`config.mk`:
```
export PLATFORM = sky130hd
export DESIGN_NAME = range_sensor_median_ema_filter_unit
export DESIGN_NICKNAME = d
export VERILOG_FILES = /design/src/rsmef_pkg.sv /design/src/range_sensor_median_ema_filter_unit.sv /design/src/rsmef_cfg_regs.sv /design/src/rsmef_core.sv
export SDC_FILE = /design/constraint.sdc
export NUM_CORES = 2
export LEC_CHECK = 0
export BUFFER_PORTS_ARGS = -buffer_cell sky130_fd_sc_hd__buf_2
export CORE_MARGIN = 1.5
export CORE_UTILIZATION = 60
export CTS_CLUSTER_SIZE = 12
export DETAILED_ROUTE_END_ITERATION = 8
export GPL_ROUTABILITY_DRIVEN = 0
export HOLD_SLACK_MARGIN = 0.03
export PLACE_DENSITY = 0.78
export SETUP_SLACK_MARGIN = 0.15
export SLEW_MARGIN = 20
export SYNTH_ARGS = -nofsm -noshare
export SYNTH_HDL_FRONTEND = slang
export SYNTH_SLANG_ARGS = --single-unit
```
`constraint.sdc`:
```
create_clock -name clk -period 24.3 [get_ports clk]
set_input_delay 7.29 -clock clk [delete_from_list [all_inputs] [get_ports clk]]
set_output_delay 7.29 -clock clk [all_outputs]
set_load 0.05 [all_outputs]
```
`src/rsmef_pkg.sv`:
```
// Shared types, constants and the median helper function of the range sensor filter.
package rsmef_pkg;

	localparam int SAMPLE_BITS       = 16;
	localparam int EMA_FRACTION_BITS = 8;
	localparam int ALPHA_BITS        = 8;
	localparam int ALPHA_W           = ALPHA_BITS + 1;
	localparam int EMA_W             = SAMPLE_BITS + EMA_FRACTION_BITS;
	localparam int ACC_W             = EMA_W + ALPHA_BITS + 2;
	localparam int WINDOW_DEPTH      = 3;
	localparam int SLOT_W            = 2;

	localparam int NUM_REGS   = 5;
	localparam int CFG_ADDR_W = $clog2(4 * NUM_REGS);
	localparam int REG_IDX_W  = CFG_ADDR_W - 2;
	localparam int APB_DATA_W = 32;

	localparam logic [REG_IDX_W-1:0] REG_MIN_DISTANCE = REG_IDX_W'(0);
	localparam logic [REG_IDX_W-1:0] REG_MAX_DISTANCE = REG_IDX_W'(1);
	localparam logic [REG_IDX_W-1:0] REG_MAX_JUMP     = REG_IDX_W'(2);
	localparam logic [REG_IDX_W-1:0] REG_CAL_OFFSET   = REG_IDX_W'(3);
	localparam logic [REG_IDX_W-1:0] REG_EMA_ALPHA    = REG_IDX_W'(4);

	localparam logic [SAMPLE_BITS-1:0] RST_MIN_DISTANCE = SAMPLE_BITS'(20);
	localparam logic [SAMPLE_BITS-1:0] RST_MAX_DISTANCE = SAMPLE_BITS'(2000);
	localparam logic [SAMPLE_BITS-1:0] RST_MAX_JUMP     = SAMPLE_BITS'(200);
	localparam logic [SAMPLE_BITS-1:0] RST_CAL_OFFSET   = SAMPLE_BITS'(0);
	localparam logic [ALPHA_W-1:0]     RST_EMA_ALPHA    = ALPHA_W'(77);

	localparam logic [ALPHA_W-1:0] ALPHA_ONE = ALPHA_W'(1 << ALPHA_BITS);

	typedef enum logic [1:0] {
		ACT_FILTER = 2'd0,
		ACT_SEED   = 2'd1,
		ACT_CLEAR  = 2'd2
	} action_t;

	typedef struct packed {
		logic        [SAMPLE_BITS-1:0] min_distance;
		logic        [SAMPLE_BITS-1:0] max_distance;
		logic        [SAMPLE_BITS-1:0] max_jump;
		logic signed [SAMPLE_BITS-1:0] calibration_offset;
		logic        [ALPHA_W-1:0]     ema_alpha;
	} cfg_t;

	typedef struct packed {
		logic [SAMPLE_BITS-1:0] filtered;
		logic                   in_range;
		logic                   jump_rejected;
		logic                   primed;
	} result_t;

	function automatic logic [SAMPLE_BITS-1:0] mid_of_three(
		input logic [SAMPLE_BITS-1:0] x,
		input logic [SAMPLE_BITS-1:0] y,
		input logic [SAMPLE_BITS-1:0] z
	);
		logic [SAMPLE_BITS-1:0] lo;
		logic [SAMPLE_BITS-1:0] hi;
		lo = (x > y) ? y : x;
		hi = (x > y) ? x : y;
		if (z >= hi) begin
			return hi;
		end else if (z <= lo) begin
			return lo;
		end
		return z;
	endfunction

endpackage

```
`src/range_sensor_median_ema_filter_unit.sv`:
```
// Top level of the range sensor median and EMA filter with its handshakes.
//
//   Channel   Direction   Handshake                    Payload
//   sample    in          sample_valid / sample_stall  action, sample
//   result    out         result_valid / result_stall  filtered, in_range, jump_rejected, primed
//   config    in          APB psel/penable/pwrite      paddr, pwdata -> prdata
//
// An item passes from its transfer into the input register and then through the filter update
// into the result register; one item per cycle is sustained while the result side does not stall.
// The filter state is updated in the same cycle the item moves into the result register.
// Reset clears the filter state, the handshake flags and restores the register defaults.
// A stalled result holds its register; the input register then stalls once it is full.
module range_sensor_median_ema_filter_unit (
	input  logic                                 clk,
	input  logic                                 arst_n,
	input  logic                                 sample_valid,
	output logic                                 sample_stall,
	input  logic [1:0]                           action,
	input  logic [rsmef_pkg::SAMPLE_BITS-1:0]    sample,
	output logic                                 result_valid,
	input  logic                                 result_stall,
	output logic [rsmef_pkg::SAMPLE_BITS-1:0]    filtered,
	output logic                                 in_range,
	output logic                                 jump_rejected,
	output logic                                 primed,
	input  logic                                 psel,
	input  logic                                 penable,
	input  logic                                 pwrite,
	input  logic [rsmef_pkg::CFG_ADDR_W-1:0]     paddr,
	input  logic [rsmef_pkg::APB_DATA_W-1:0]     pwdata,
	output logic [rsmef_pkg::APB_DATA_W-1:0]     prdata,
	output logic                                 pready
);

	rsmef_pkg::cfg_t                     cfg;
	rsmef_pkg::result_t                  core_res;
	rsmef_pkg::result_t                  res_q;
	logic                                valid_s1;
	logic [1:0]                          action_s1;
	logic [rsmef_pkg::SAMPLE_BITS-1:0]   sample_s1;
	logic                                res_valid_q;
	logic                                advance;
	logic                                go;
	logic                                accept;

	assign advance      = !res_valid_q || !result_stall;
	assign go           = valid_s1 && advance;
	assign sample_stall = valid_s1 && !advance;
	assign accept       = sample_valid && !sample_stall;

	always_ff @(posedge clk or negedge arst_n) begin
		if (!arst_n) begin
			valid_s1 <= 1'b0;
		end else if (accept) begin
			valid_s1 <= 1'b1;
		end else if (go) begin
			valid_s1 <= 1'b0;
		end
	end

	always_ff @(posedge clk) begin
		if (accept) begin
			action_s1 <= action;
			sample_s1 <= sample;
		end
	end

	rsmef_cfg_regs u_cfg (
		.clk     (clk),
		.arst_n  (arst_n),
		.psel    (psel),
		.penable (penable),
		.pwrite  (pwrite),
		.paddr   (paddr),
		.pwdata  (pwdata),
		.prdata  (prdata),
		.pready  (pready),
		.cfg     (cfg)
	);

	rsmef_core u_core (
		.clk    (clk),
		.arst_n (arst_n),
		.go     (go),
		.action (action_s1),
		.sample (sample_s1),
		.cfg    (cfg),
		.result (core_res)
	);

	always_ff @(posedge clk or negedge arst_n) begin
		if (!arst_n) begin
			res_valid_q <= 1'b0;
		end else if (go) begin
			res_valid_q <= 1'b1;
		end else if (!result_stall) begin
			res_valid_q <= 1'b0;
		end
	end

	always_ff @(posedge clk) begin
		if (go) begin
			res_q <= core_res;
		end
	end

	assign result_valid  = res_valid_q;
	assign filtered      = res_q.filtered;
	assign in_range      = res_q.in_range;
	assign jump_rejected = res_q.jump_rejected;
	assign primed        = res_q.primed;

	// A clear transfer leaves an all-zero result behind it.
	assert property (@(posedge clk) disable iff (!arst_n)
		go && action_s1 == rsmef_pkg::ACT_CLEAR |=>
		result_valid && filtered == '0 && !in_range && !primed && !jump_rejected)
	else $error("clear did not produce an all-zero result");

	// A jump rejection only happens on a primed filter with an in-range sample.
	assert property (@(posedge clk) disable iff (!arst_n)
		result_valid && jump_rejected |-> primed && in_range)
	else $error("jump rejection reported on unprimed or out-of-range result");

	// Every item leaving the input register lands in the result register.
	assert property (@(posedge clk) disable iff (!arst_n)
		go |=> result_valid)
	else $error("processed item did not reach the result register");

	// The input side only stalls while the input register holds an item.
	assert property (@(posedge clk) disable iff (!arst_n)
		sample_stall |-> valid_s1 && result_valid && result_stall)
	else $error("input stalled without a blocked result");

endmodule

```
`src/rsmef_cfg_regs.sv`:
```
// APB register file holding the filter configuration.
module rsmef_cfg_regs (
	input  logic                                 clk,
	input  logic                                 arst_n,
	input  logic                                 psel,
	input  logic                                 penable,
	input  logic                                 pwrite,
	input  logic [rsmef_pkg::CFG_ADDR_W-1:0]     paddr,
	input  logic [rsmef_pkg::APB_DATA_W-1:0]     pwdata,
	output logic [rsmef_pkg::APB_DATA_W-1:0]     prdata,
	output logic                                 pready,
	output rsmef_pkg::cfg_t                      cfg
);

	rsmef_pkg::cfg_t                    cfg_q;
	logic [rsmef_pkg::REG_IDX_W-1:0]    reg_idx;
	logic                               wr_en;

	assign reg_idx = paddr[rsmef_pkg::CFG_ADDR_W-1:2];
	assign wr_en   = psel && penable && pwrite;
	assign pready  = 1'b1;
	assign cfg     = cfg_q;

	always_ff @(posedge clk or negedge arst_n) begin
		if (!arst_n) begin
			cfg_q.min_distance       <= rsmef_pkg::RST_MIN_DISTANCE;
			cfg_q.max_distance       <= rsmef_pkg::RST_MAX_DISTANCE;
			cfg_q.max_jump           <= rsmef_pkg::RST_MAX_JUMP;
			cfg_q.calibration_offset <= rsmef_pkg::RST_CAL_OFFSET;
			cfg_q.ema_alpha          <= rsmef_pkg::RST_EMA_ALPHA;
		end else if (wr_en) begin
			case (reg_idx)
				rsmef_pkg::REG_MIN_DISTANCE: begin
					cfg_q.min_distance <= pwdata[rsmef_pkg::SAMPLE_BITS-1:0];
				end
				rsmef_pkg::REG_MAX_DISTANCE: begin
					cfg_q.max_distance <= pwdata[rsmef_pkg::SAMPLE_BITS-1:0];
				end
				rsmef_pkg::REG_MAX_JUMP: begin
					cfg_q.max_jump <= pwdata[rsmef_pkg::SAMPLE_BITS-1:0];
				end
				rsmef_pkg::REG_CAL_OFFSET: begin
					cfg_q.calibration_offset <= $signed(pwdata[rsmef_pkg::SAMPLE_BITS-1:0]);
				end
				rsmef_pkg::REG_EMA_ALPHA: begin
					cfg_q.ema_alpha <= pwdata[rsmef_pkg::ALPHA_W-1:0];
				end
				default: begin
				end
			endcase
		end
	end

	always_comb begin
		case (reg_idx)
			rsmef_pkg::REG_MIN_DISTANCE: begin
				prdata = rsmef_pkg::APB_DATA_W'(cfg_q.min_distance);
			end
			rsmef_pkg::REG_MAX_DISTANCE: begin
				prdata = rsmef_pkg::APB_DATA_W'(cfg_q.max_distance);
			end
			rsmef_pkg::REG_MAX_JUMP: begin
				prdata = rsmef_pkg::APB_DATA_W'(cfg_q.max_jump);
			end
			rsmef_pkg::REG_CAL_OFFSET: begin
				prdata = rsmef_pkg::APB_DATA_W'($unsigned(cfg_q.calibration_offset));
			end
			rsmef_pkg::REG_EMA_ALPHA: begin
				prdata = rsmef_pkg::APB_DATA_W'(cfg_q.ema_alpha);
			end
			default: begin
				prdata = '0;
			end
		endcase
	end

endmodule

```
`src/rsmef_core.sv`:
```
// Filter state and the combinational range, median, jump and EMA update, registered on go.
module rsmef_core (
	input  logic                                  clk,
	input  logic                                  arst_n,
	input  logic                                  go,
	input  logic [1:0]                            action,
	input  logic [rsmef_pkg::SAMPLE_BITS-1:0]     sample,
	input  rsmef_pkg::cfg_t                       cfg,
	output rsmef_pkg::result_t                    result
);

	localparam int SB = rsmef_pkg::SAMPLE_BITS;
	localparam int FB = rsmef_pkg::EMA_FRACTION_BITS;
	localparam int EW = rsmef_pkg::EMA_W;
	localparam int AW = rsmef_pkg::ALPHA_W;
	localparam int CW = rsmef_pkg::ACC_W;

	logic [SB-1:0]                 window_q [rsmef_pkg::WINDOW_DEPTH];
	logic [rsmef_pkg::SLOT_W-1:0]  slot_q;
	logic [SB-1:0]                 last_median_q;
	logic [EW-1:0]                 ema_q;
	logic [SB-1:0]                 held_q;
	logic                          primed_q;
	logic                          valid_q;

	logic [SB-1:0]                 window_n [rsmef_pkg::WINDOW_DEPTH];
	logic [rsmef_pkg::SLOT_W-1:0]  slot_n;
	logic [SB-1:0]                 last_median_n;
	logic [EW-1:0]                 ema_n;
	logic [SB-1:0]                 held_n;
	logic                          primed_n;
	logic                          valid_n;
	logic                          rejected;

	logic signed [SB+1:0]          cal_sum;
	logic signed [SB+1:0]          lo_s;
	logic signed [SB+1:0]          hi_s;
	logic [SB-1:0]                 cal;
	logic [SB-1:0]                 med;
	logic [SB-1:0]                 jump;
	logic [AW-1:0]                 alpha_sat;
	logic [CW-1:0]                 acc;
	logic [EW-1:0]                 ema_upd;

	assign alpha_sat = (cfg.ema_alpha > rsmef_pkg::ALPHA_ONE) ? rsmef_pkg::ALPHA_ONE
	                                                          : cfg.ema_alpha;

	// Offset and clamp; only used when the raw reading is inside the bounds.
	always_comb begin
		cal_sum = $signed({2'b00, sample}) + $signed({{2{cfg.calibration_offset[SB-1]}},
		                                             cfg.calibration_offset});
		lo_s    = $signed({2'b00, cfg.min_distance});
		hi_s    = $signed({2'b00, cfg.max_distance});
		if (cal_sum < lo_s) begin
			cal = cfg.min_distance;
		end else if (cal_sum > hi_s) begin
			cal = cfg.max_distance;
		end else begin
			cal = cal_sum[SB-1:0];
		end
	end

	always_comb begin
		for (int i = 0; i < rsmef_pkg::WINDOW_DEPTH; i++) begin
			window_n[i] = window_q[i];
		end
		slot_n        = slot_q;
		last_median_n = last_median_q;
		ema_n         = ema_q;
		held_n        = held_q;
		primed_n      = primed_q;
		valid_n       = valid_q;
		rejected      = 1'b0;
		med           = '0;
		jump          = '0;
		acc           = '0;
		ema_upd       = '0;
		case (rsmef_pkg::action_t'(action))
			rsmef_pkg::ACT_CLEAR: begin
				for (int i = 0; i < rsmef_pkg::WINDOW_DEPTH; i++) begin
					window_n[i] = '0;
				end
				slot_n        = '0;
				last_median_n = '0;
				ema_n         = '0;
				held_n        = '0;
				primed_n      = 1'b0;
				valid_n       = 1'b0;
			end
			rsmef_pkg::ACT_SEED: begin
				for (int i = 0; i < rsmef_pkg::WINDOW_DEPTH; i++) begin
					window_n[i] = sample;
				end
				slot_n        = '0;
				last_median_n = sample;
				ema_n         = {sample, {FB{1'b0}}};
				held_n        = sample;
				primed_n      = 1'b1;
				valid_n       = 1'b1;
			end
			rsmef_pkg::ACT_FILTER: begin
				if (sample < cfg.min_distance || sample > cfg.max_distance) begin
					valid_n = 1'b0;
				end else if (!primed_q) begin
					for (int i = 0; i < rsmef_pkg::WINDOW_DEPTH; i++) begin
						window_n[i] = cal;
					end
					slot_n        = '0;
					last_median_n = cal;
					ema_n         = {cal, {FB{1'b0}}};
					held_n        = cal;
					primed_n      = 1'b1;
					valid_n       = 1'b1;
				end else begin
					valid_n = 1'b1;
					for (int i = 0; i < rsmef_pkg::WINDOW_DEPTH; i++) begin
						if (slot_q == rsmef_pkg::SLOT_W'(i)) begin
							window_n[i] = cal;
						end
					end
					slot_n = (slot_q == rsmef_pkg::SLOT_W'(rsmef_pkg::WINDOW_DEPTH - 1))
					         ? '0 : slot_q + 1'b1;
					med  = rsmef_pkg::mid_of_three(window_n[0], window_n[1], window_n[2]);
					jump = (med > last_median_q) ? med - last_median_q : last_median_q - med;
					acc  = CW'(alpha_sat) * CW'({med, {FB{1'b0}}})
					     + CW'(rsmef_pkg::ALPHA_ONE - alpha_sat) * CW'(ema_q);
					ema_upd = acc[rsmef_pkg::ALPHA_BITS +: EW];
					if (jump > cfg.max_jump) begin
						rejected = 1'b1;
					end else begin
						last_median_n = med;
						ema_n         = ema_upd;
						held_n        = ema_upd[FB +: SB];
					end
				end
			end
			default: begin
			end
		endcase
	end

	always_ff @(posedge clk or negedge arst_n) begin
		if (!arst_n) begin
			for (int i = 0; i < rsmef_pkg::WINDOW_DEPTH; i++) begin
				window_q[i] <= '0;
			end
			slot_q        <= '0;
			last_median_q <= '0;
			ema_q         <= '0;
			held_q        <= '0;
			primed_q      <= 1'b0;
			valid_q       <= 1'b0;
		end else if (go) begin
			for (int i = 0; i < rsmef_pkg::WINDOW_DEPTH; i++) begin
				window_q[i] <= window_n[i];
			end
			slot_q        <= slot_n;
			last_median_q <= last_median_n;
			ema_q         <= ema_n;
			held_q        <= held_n;
			primed_q      <= primed_n;
			valid_q       <= valid_n;
		end
	end

	assign result.filtered      = held_n;
	assign result.in_range      = valid_n;
	assign result.jump_rejected = rejected;
	assign result.primed        = primed_n;

endmodule

```
**Word level (Yosys, flattened, before mapping)**

Index checks and enable logic that the tools add are counted.

- Shift operators: 0
- $lt $le $gt $ge: 10
- Add/subtract/negate cells: 6
- Bitwise gates (word level): 2
- Multiplexer cells: 58
- Equality and inequality tests: 11
- Reductions and logical operators: 27
- Div/mod/pow operators: 0
- Multiply operators: 2

Operators by type and width:

| cell | count |
|---|---|
| $mux W16 | 29 |
| $pmux W48 S3 | 1 |
| $mux W48 | 2 |
| $pmux W16 S3 | 2 |
| $pmux W16 S5 | 1 |
| $mux W24 | 3 |
| $pmux W24 S3 | 1 |
| $gt A16 B16 Y1 | 4 |
| $mul A34 B24 Y32 | 1 |
| $add A32 B32 Y32 | 1 |
| $sub A16 B16 Y16 | 2 |
| $mul A9 B16 Y24 | 1 |
| $add A17 B16 Y18 | 1 |
| $gt A18 B17 Y1 | 1 |
| $lt A18 B17 Y1 | 1 |
| $ge A16 B16 Y1 | 1 |
| $le A16 B16 Y1 | 1 |
| $lt A16 B16 Y1 | 1 |
| $mux W1 | 12 |
| $reduce_and A2 Y1 | 5 |
| $sub A9 B9 Y10 const A | 1 |
| $gt A9 B9 Y1 const B | 1 |
| $mux W9 | 1 |
| $eq A3 B2 Y1 const B | 2 |
| other kinds (23) | 40 |

- Latch bits: 0
- Memories: 0
- Register bits: 220
- Memory bits (read-only): 0
- Bits in writable memories: 0

**Depth between registers and ports, before layout**

- Depth in word-level cells: 27
- Gate-level depth with buffers: 83
- Depth with buffers taken out: 76

**By module**

From an unflattened synthesis, not the netlist that was laid out.

- Cells, all modules: 3,413
- Area, all modules: 30,212.7 um^2

Modules (own cells, without submodules):

| module | cells each | area each (um^2) | times used |
|---|---|---|---|
| rsmef_core | 3,125 | 25,456.9 | 1 |
| rsmef_cfg_regs | 243 | 3,552.2 | 1 |
| range_sensor_median_ema_filter_unit | 45 | 1,203.7 | 1 |

**Worst setup path before layout**

No wires, ideal clock.

- Path type: reg2reg
- Start point: reg sample_s1[3] (netlist name)
- End point: reg res_q, in the netlist filtered[15] (data pin)
- Path slack: 7.169 ns
- Clock period less this slack: 17.131 ns
- Stages on the path, launching flop included: 76
- Path buffers: 5
- Data arrival time: 16.859 ns
- Data required time: 24.029 ns
- Path through: edfxtp_1 > ha_1 > and2_4 > a221oi_2 > a21oi_2 > a211o_1 > a221oi_2 > xor2_1 > ha_1 > nand4_1 > or4_4 > o211ai_2 > o211ai_2 > or2_1 > a22o_1 > buf_6 > buf_8 > mux2i_1 > [40 not listed] > a21o_1 > a21oi_1 > xor2_1 > fa_1 > fa_1 > fa_1 > fa_1 > inv_1 > ha_1 > a21o_1 > a21oi_1 > nand2_1 > a2111oi_0 > o31ai_1 > xnor2_1 > or4_1 > nand2_1 > o211ai_1

RTL lines:

| what | line | source |
|---|---|---|
| start: declaration | range_sensor_median_ema_filter_unit.sv:40 | `logic [rsmef_pkg::SAMPLE_BITS-1:0] sample_s1;` |
| start signal: assignment | range_sensor_median_ema_filter_unit.sv:64 | `sample_s1 <= sample;` |
| end signal: assignment | range_sensor_median_ema_filter_unit.sv:103 | `res_q <= core_res;` |
| end: declaration | range_sensor_median_ema_filter_unit.sv:37 | `rsmef_pkg::result_t res_q;` |

==> impl_metrics.env <==
export IMPL_design_core_area_um2=52550
export IMPL_clock_latency_ns=0.59
export IMPL_postLayoutCellArea_um2=33840
export IMPL_grt_max_degree=72
export IMPL_cts_tree="done"
export IMPL_ios=116
export IMPL_start_kind="flip-flop"
export IMPL_dpl_hpwl_mm=72.30
export IMPL_grt_pass1_vias=26481
export IMPL_ys_seq_elements=220
export IMPL_layout_cells_non_filler=4309
export IMPL_slew_viol_final=0
export IMPL_numCtsBuffers=26
export IMPL_final_cell_mix="inv_1, nand2_1, fa_1"
export IMPL_slowest_delay_ns=1.00
export IMPL_min_period_ns=21.67
export IMPL_finalNetCount=4377
export IMPL_clk_pin_slew_ns=0.07
export IMPL_vias=26511
export IMPL_arrival_ns=21.96
export IMPL_dp_cells=4261
export IMPL_first_pass_iters=8
export IMPL_worstPathRequired_ns=24.59
export IMPL_gr_total_overflow=0
export IMPL_avgRoutedWirePerCell_um=21.49
export IMPL_tightestPinTransition_ns=1.216
export IMPL_ys_types=92
export IMPL_rsz0062_at_grt="no"
export IMPL_htree_num_levels=1
export IMPL_syn_mean_instance_area_um2=8.922
export IMPL_drtIter0Drc=2491
export IMPL_fillerInstances=4365
export IMPL_synth_edf_count=37
export IMPL_ctsHoldBuffers=0
export IMPL_cpMostUsedCell="fa_1"
export IMPL_antenna_left=0
export IMPL_numClockSinks=220
export IMPL_cp_max_fo=51
export IMPL_synthTopCellsByArea="fa_1, dfrtp_1, ha_1, inv_1, nand2_1"
export IMPL_cap_violations=0
export IMPL_relSlewSlack_pct=18.72
export IMPL_fin_crit_sh_pct=89.17
export IMPL_ys_dominant_reg_cell="dfrtp_1"
export IMPL_critPathSlowestCell="a221o_2"
export IMPL_drc=0
export IMPL_status="finished clean"
export IMPL_ys_warn_count=0
export IMPL_via_per_inst=6.152
export IMPL_fmax_mhz=46.15
export IMPL_die_h_um=233.5
export IMPL_synth_seq_area_share_pct=17.91
export IMPL_io_buffers=80
export IMPL_area_delta_synth_final_pct=6.184
export IMPL_setup_viol=0
export IMPL_worst_setup_path_type="reg -> reg"
export IMPL_async_reset_ff_share_pct=83.18
export IMPL_clock_root_buffer="clkbuf_16"
export IMPL_holdWs_ns=0.4822
export IMPL_worstSetupEndpointType="flip-flop"
export IMPL_clockBufferDepth=3
export IMPL_layout_commonest_cell="inv_1"
export IMPL_synthCells=3572
export IMPL_hold_viol_final=0
export IMPL_synth_area_um2=31870
export IMPL_synth_top_cell_by_area="fa_1"
export IMPL_min_path_type="reg -> reg"
export IMPL_grt_usage_pct=35.37
export IMPL_postCtsSetupRepairBufs=0
export IMPL_tns_ns=0
export IMPL_drive_gt1_share_pct=9.033
export IMPL_rows=84
export IMPL_antenna_found_initial=3
export IMPL_die_width_um=233.5
export IMPL_multi_input_area_um2=23830
export IMPL_place_area_um2=33010
export IMPL_synth_top_cell_area_share_pct=25.32
export IMPL_initial_core_util_pct=60.65
export IMPL_finClkSkew_ns=0.03678
export IMPL_wirelength_mm=92.59
export IMPL_cts_resized=0
export IMPL_seqCellArea_um2=5710
export IMPL_die_area_um2=54510
export IMPL_grt_pass1_wl_mm=147.6
-- sequential cells by signal (all words and copies together) (netlist names), 2 cells and up --
| register | count |
|---|---|
| u_core.window_q | 48 |
| u_core.slot_q | 2 |
| u_core.held_q | 16 |
| u_cfg.cfg | 73 |
| u_core.ema_q | 24 |
| filtered | 16 |
| u_core.last_median_q | 16 |
| action_s1 | 2 |
| sample_s1 | 16 |
-- final cells by class --
| type | count | share of cell area [%] |
|---|---|---|
| clock buffer | 33 | 2.122 |
| tap | 688 | 2.544 |
| sequential | 220 | 16.87 |
| antenna | 1 | 0.007395 |
| inverter | 503 | 5.579 |
| multi-input combinational | 2729 | 70.42 |
| clock inverter | 14 | 0.3291 |
| timing repair buffer | 121 | 2.119 |
-- cell usage after synthesis, types with 54 or more instances --
cell,count
a21o_1,64
a21oi_1,170
and2_1,83
clkbuf_1,133
dfrtp_1,168
fa_1,403
ha_1,311
inv_1,490
mux2_2,54
nand2_1,480
nor2_1,226
o21ai_0,175
xnor2_1,66
-- metrics by stage --
stage	worst slack [ns]	utilization, %
floorplan	7.169	-
global placement	3.534	62.81
detailed placement	3.493	62.81
CTS	3.345	64.39
global route	1.936	64.39
finish	2.632	64.40
-- critical path, delay by kind of cell, from the launching register on --
family                   cells  cell delay, ns
AO/OA/AOI/OAI               31            9.09
adder cells (fa/ha/maj)     14            5.89
AND/OR/NAND/NOR             16            3.46
XOR/XNOR                     3            1.08
flip-flops                   1            0.74
buffers and inverters        6            0.54
multiplexers                 2            0.50
-- metal layers --
| layer | GRT usage, % | vias up | routed length [um] |
|---|---|---|---|
| li1 | - | 11854 | - |
| met1 | 47.51 | 13011 | 36800 |
| met2 | 54.65 | 1326 | 40650 |
| met3 | 7.080 | 320 | 9542 |
| met4 | 17.71 | 0 | 5588 |
| met5 | 0 | - | 0 |
-- final timing paths --
kind / slack (ns) / from / cells after the start / end
max in group asynchronous: 16.25 / arst_n / 2 / u_core.ema_q[18]
min in group asynchronous: 6.65 / arst_n / 1 / u_cfg.cfg[20]
hold reg to reg: 0.48 / u_core.window_q[4] / 2 / u_core.window_q[4]
setup / recovery: 2.63 / sample_s1[3] / 72 / filtered[15]
hold / removal: 0.48 / u_core.window_q[4] / 2 / u_core.window_q[4]
setup reg to reg: 2.63 / sample_s1[3] / 72 / filtered[15]
-- cell families after synthesis --
group                    synth area share (%)
flip-flops                              17.91
adder cells (fa/ha/maj)                 37.53
AND/OR/NAND/NOR                         14.15
buffers and inverters                   8.355
multiplexers                            4.036
AO/OA/AOI/OAI                           15.44
XOR/XNOR                                2.556
other                                 0.02356
Power is left out: the tool's default activity adds up to more than one toggle a clock period on the data nets, which glitch-free logic cannot reach.
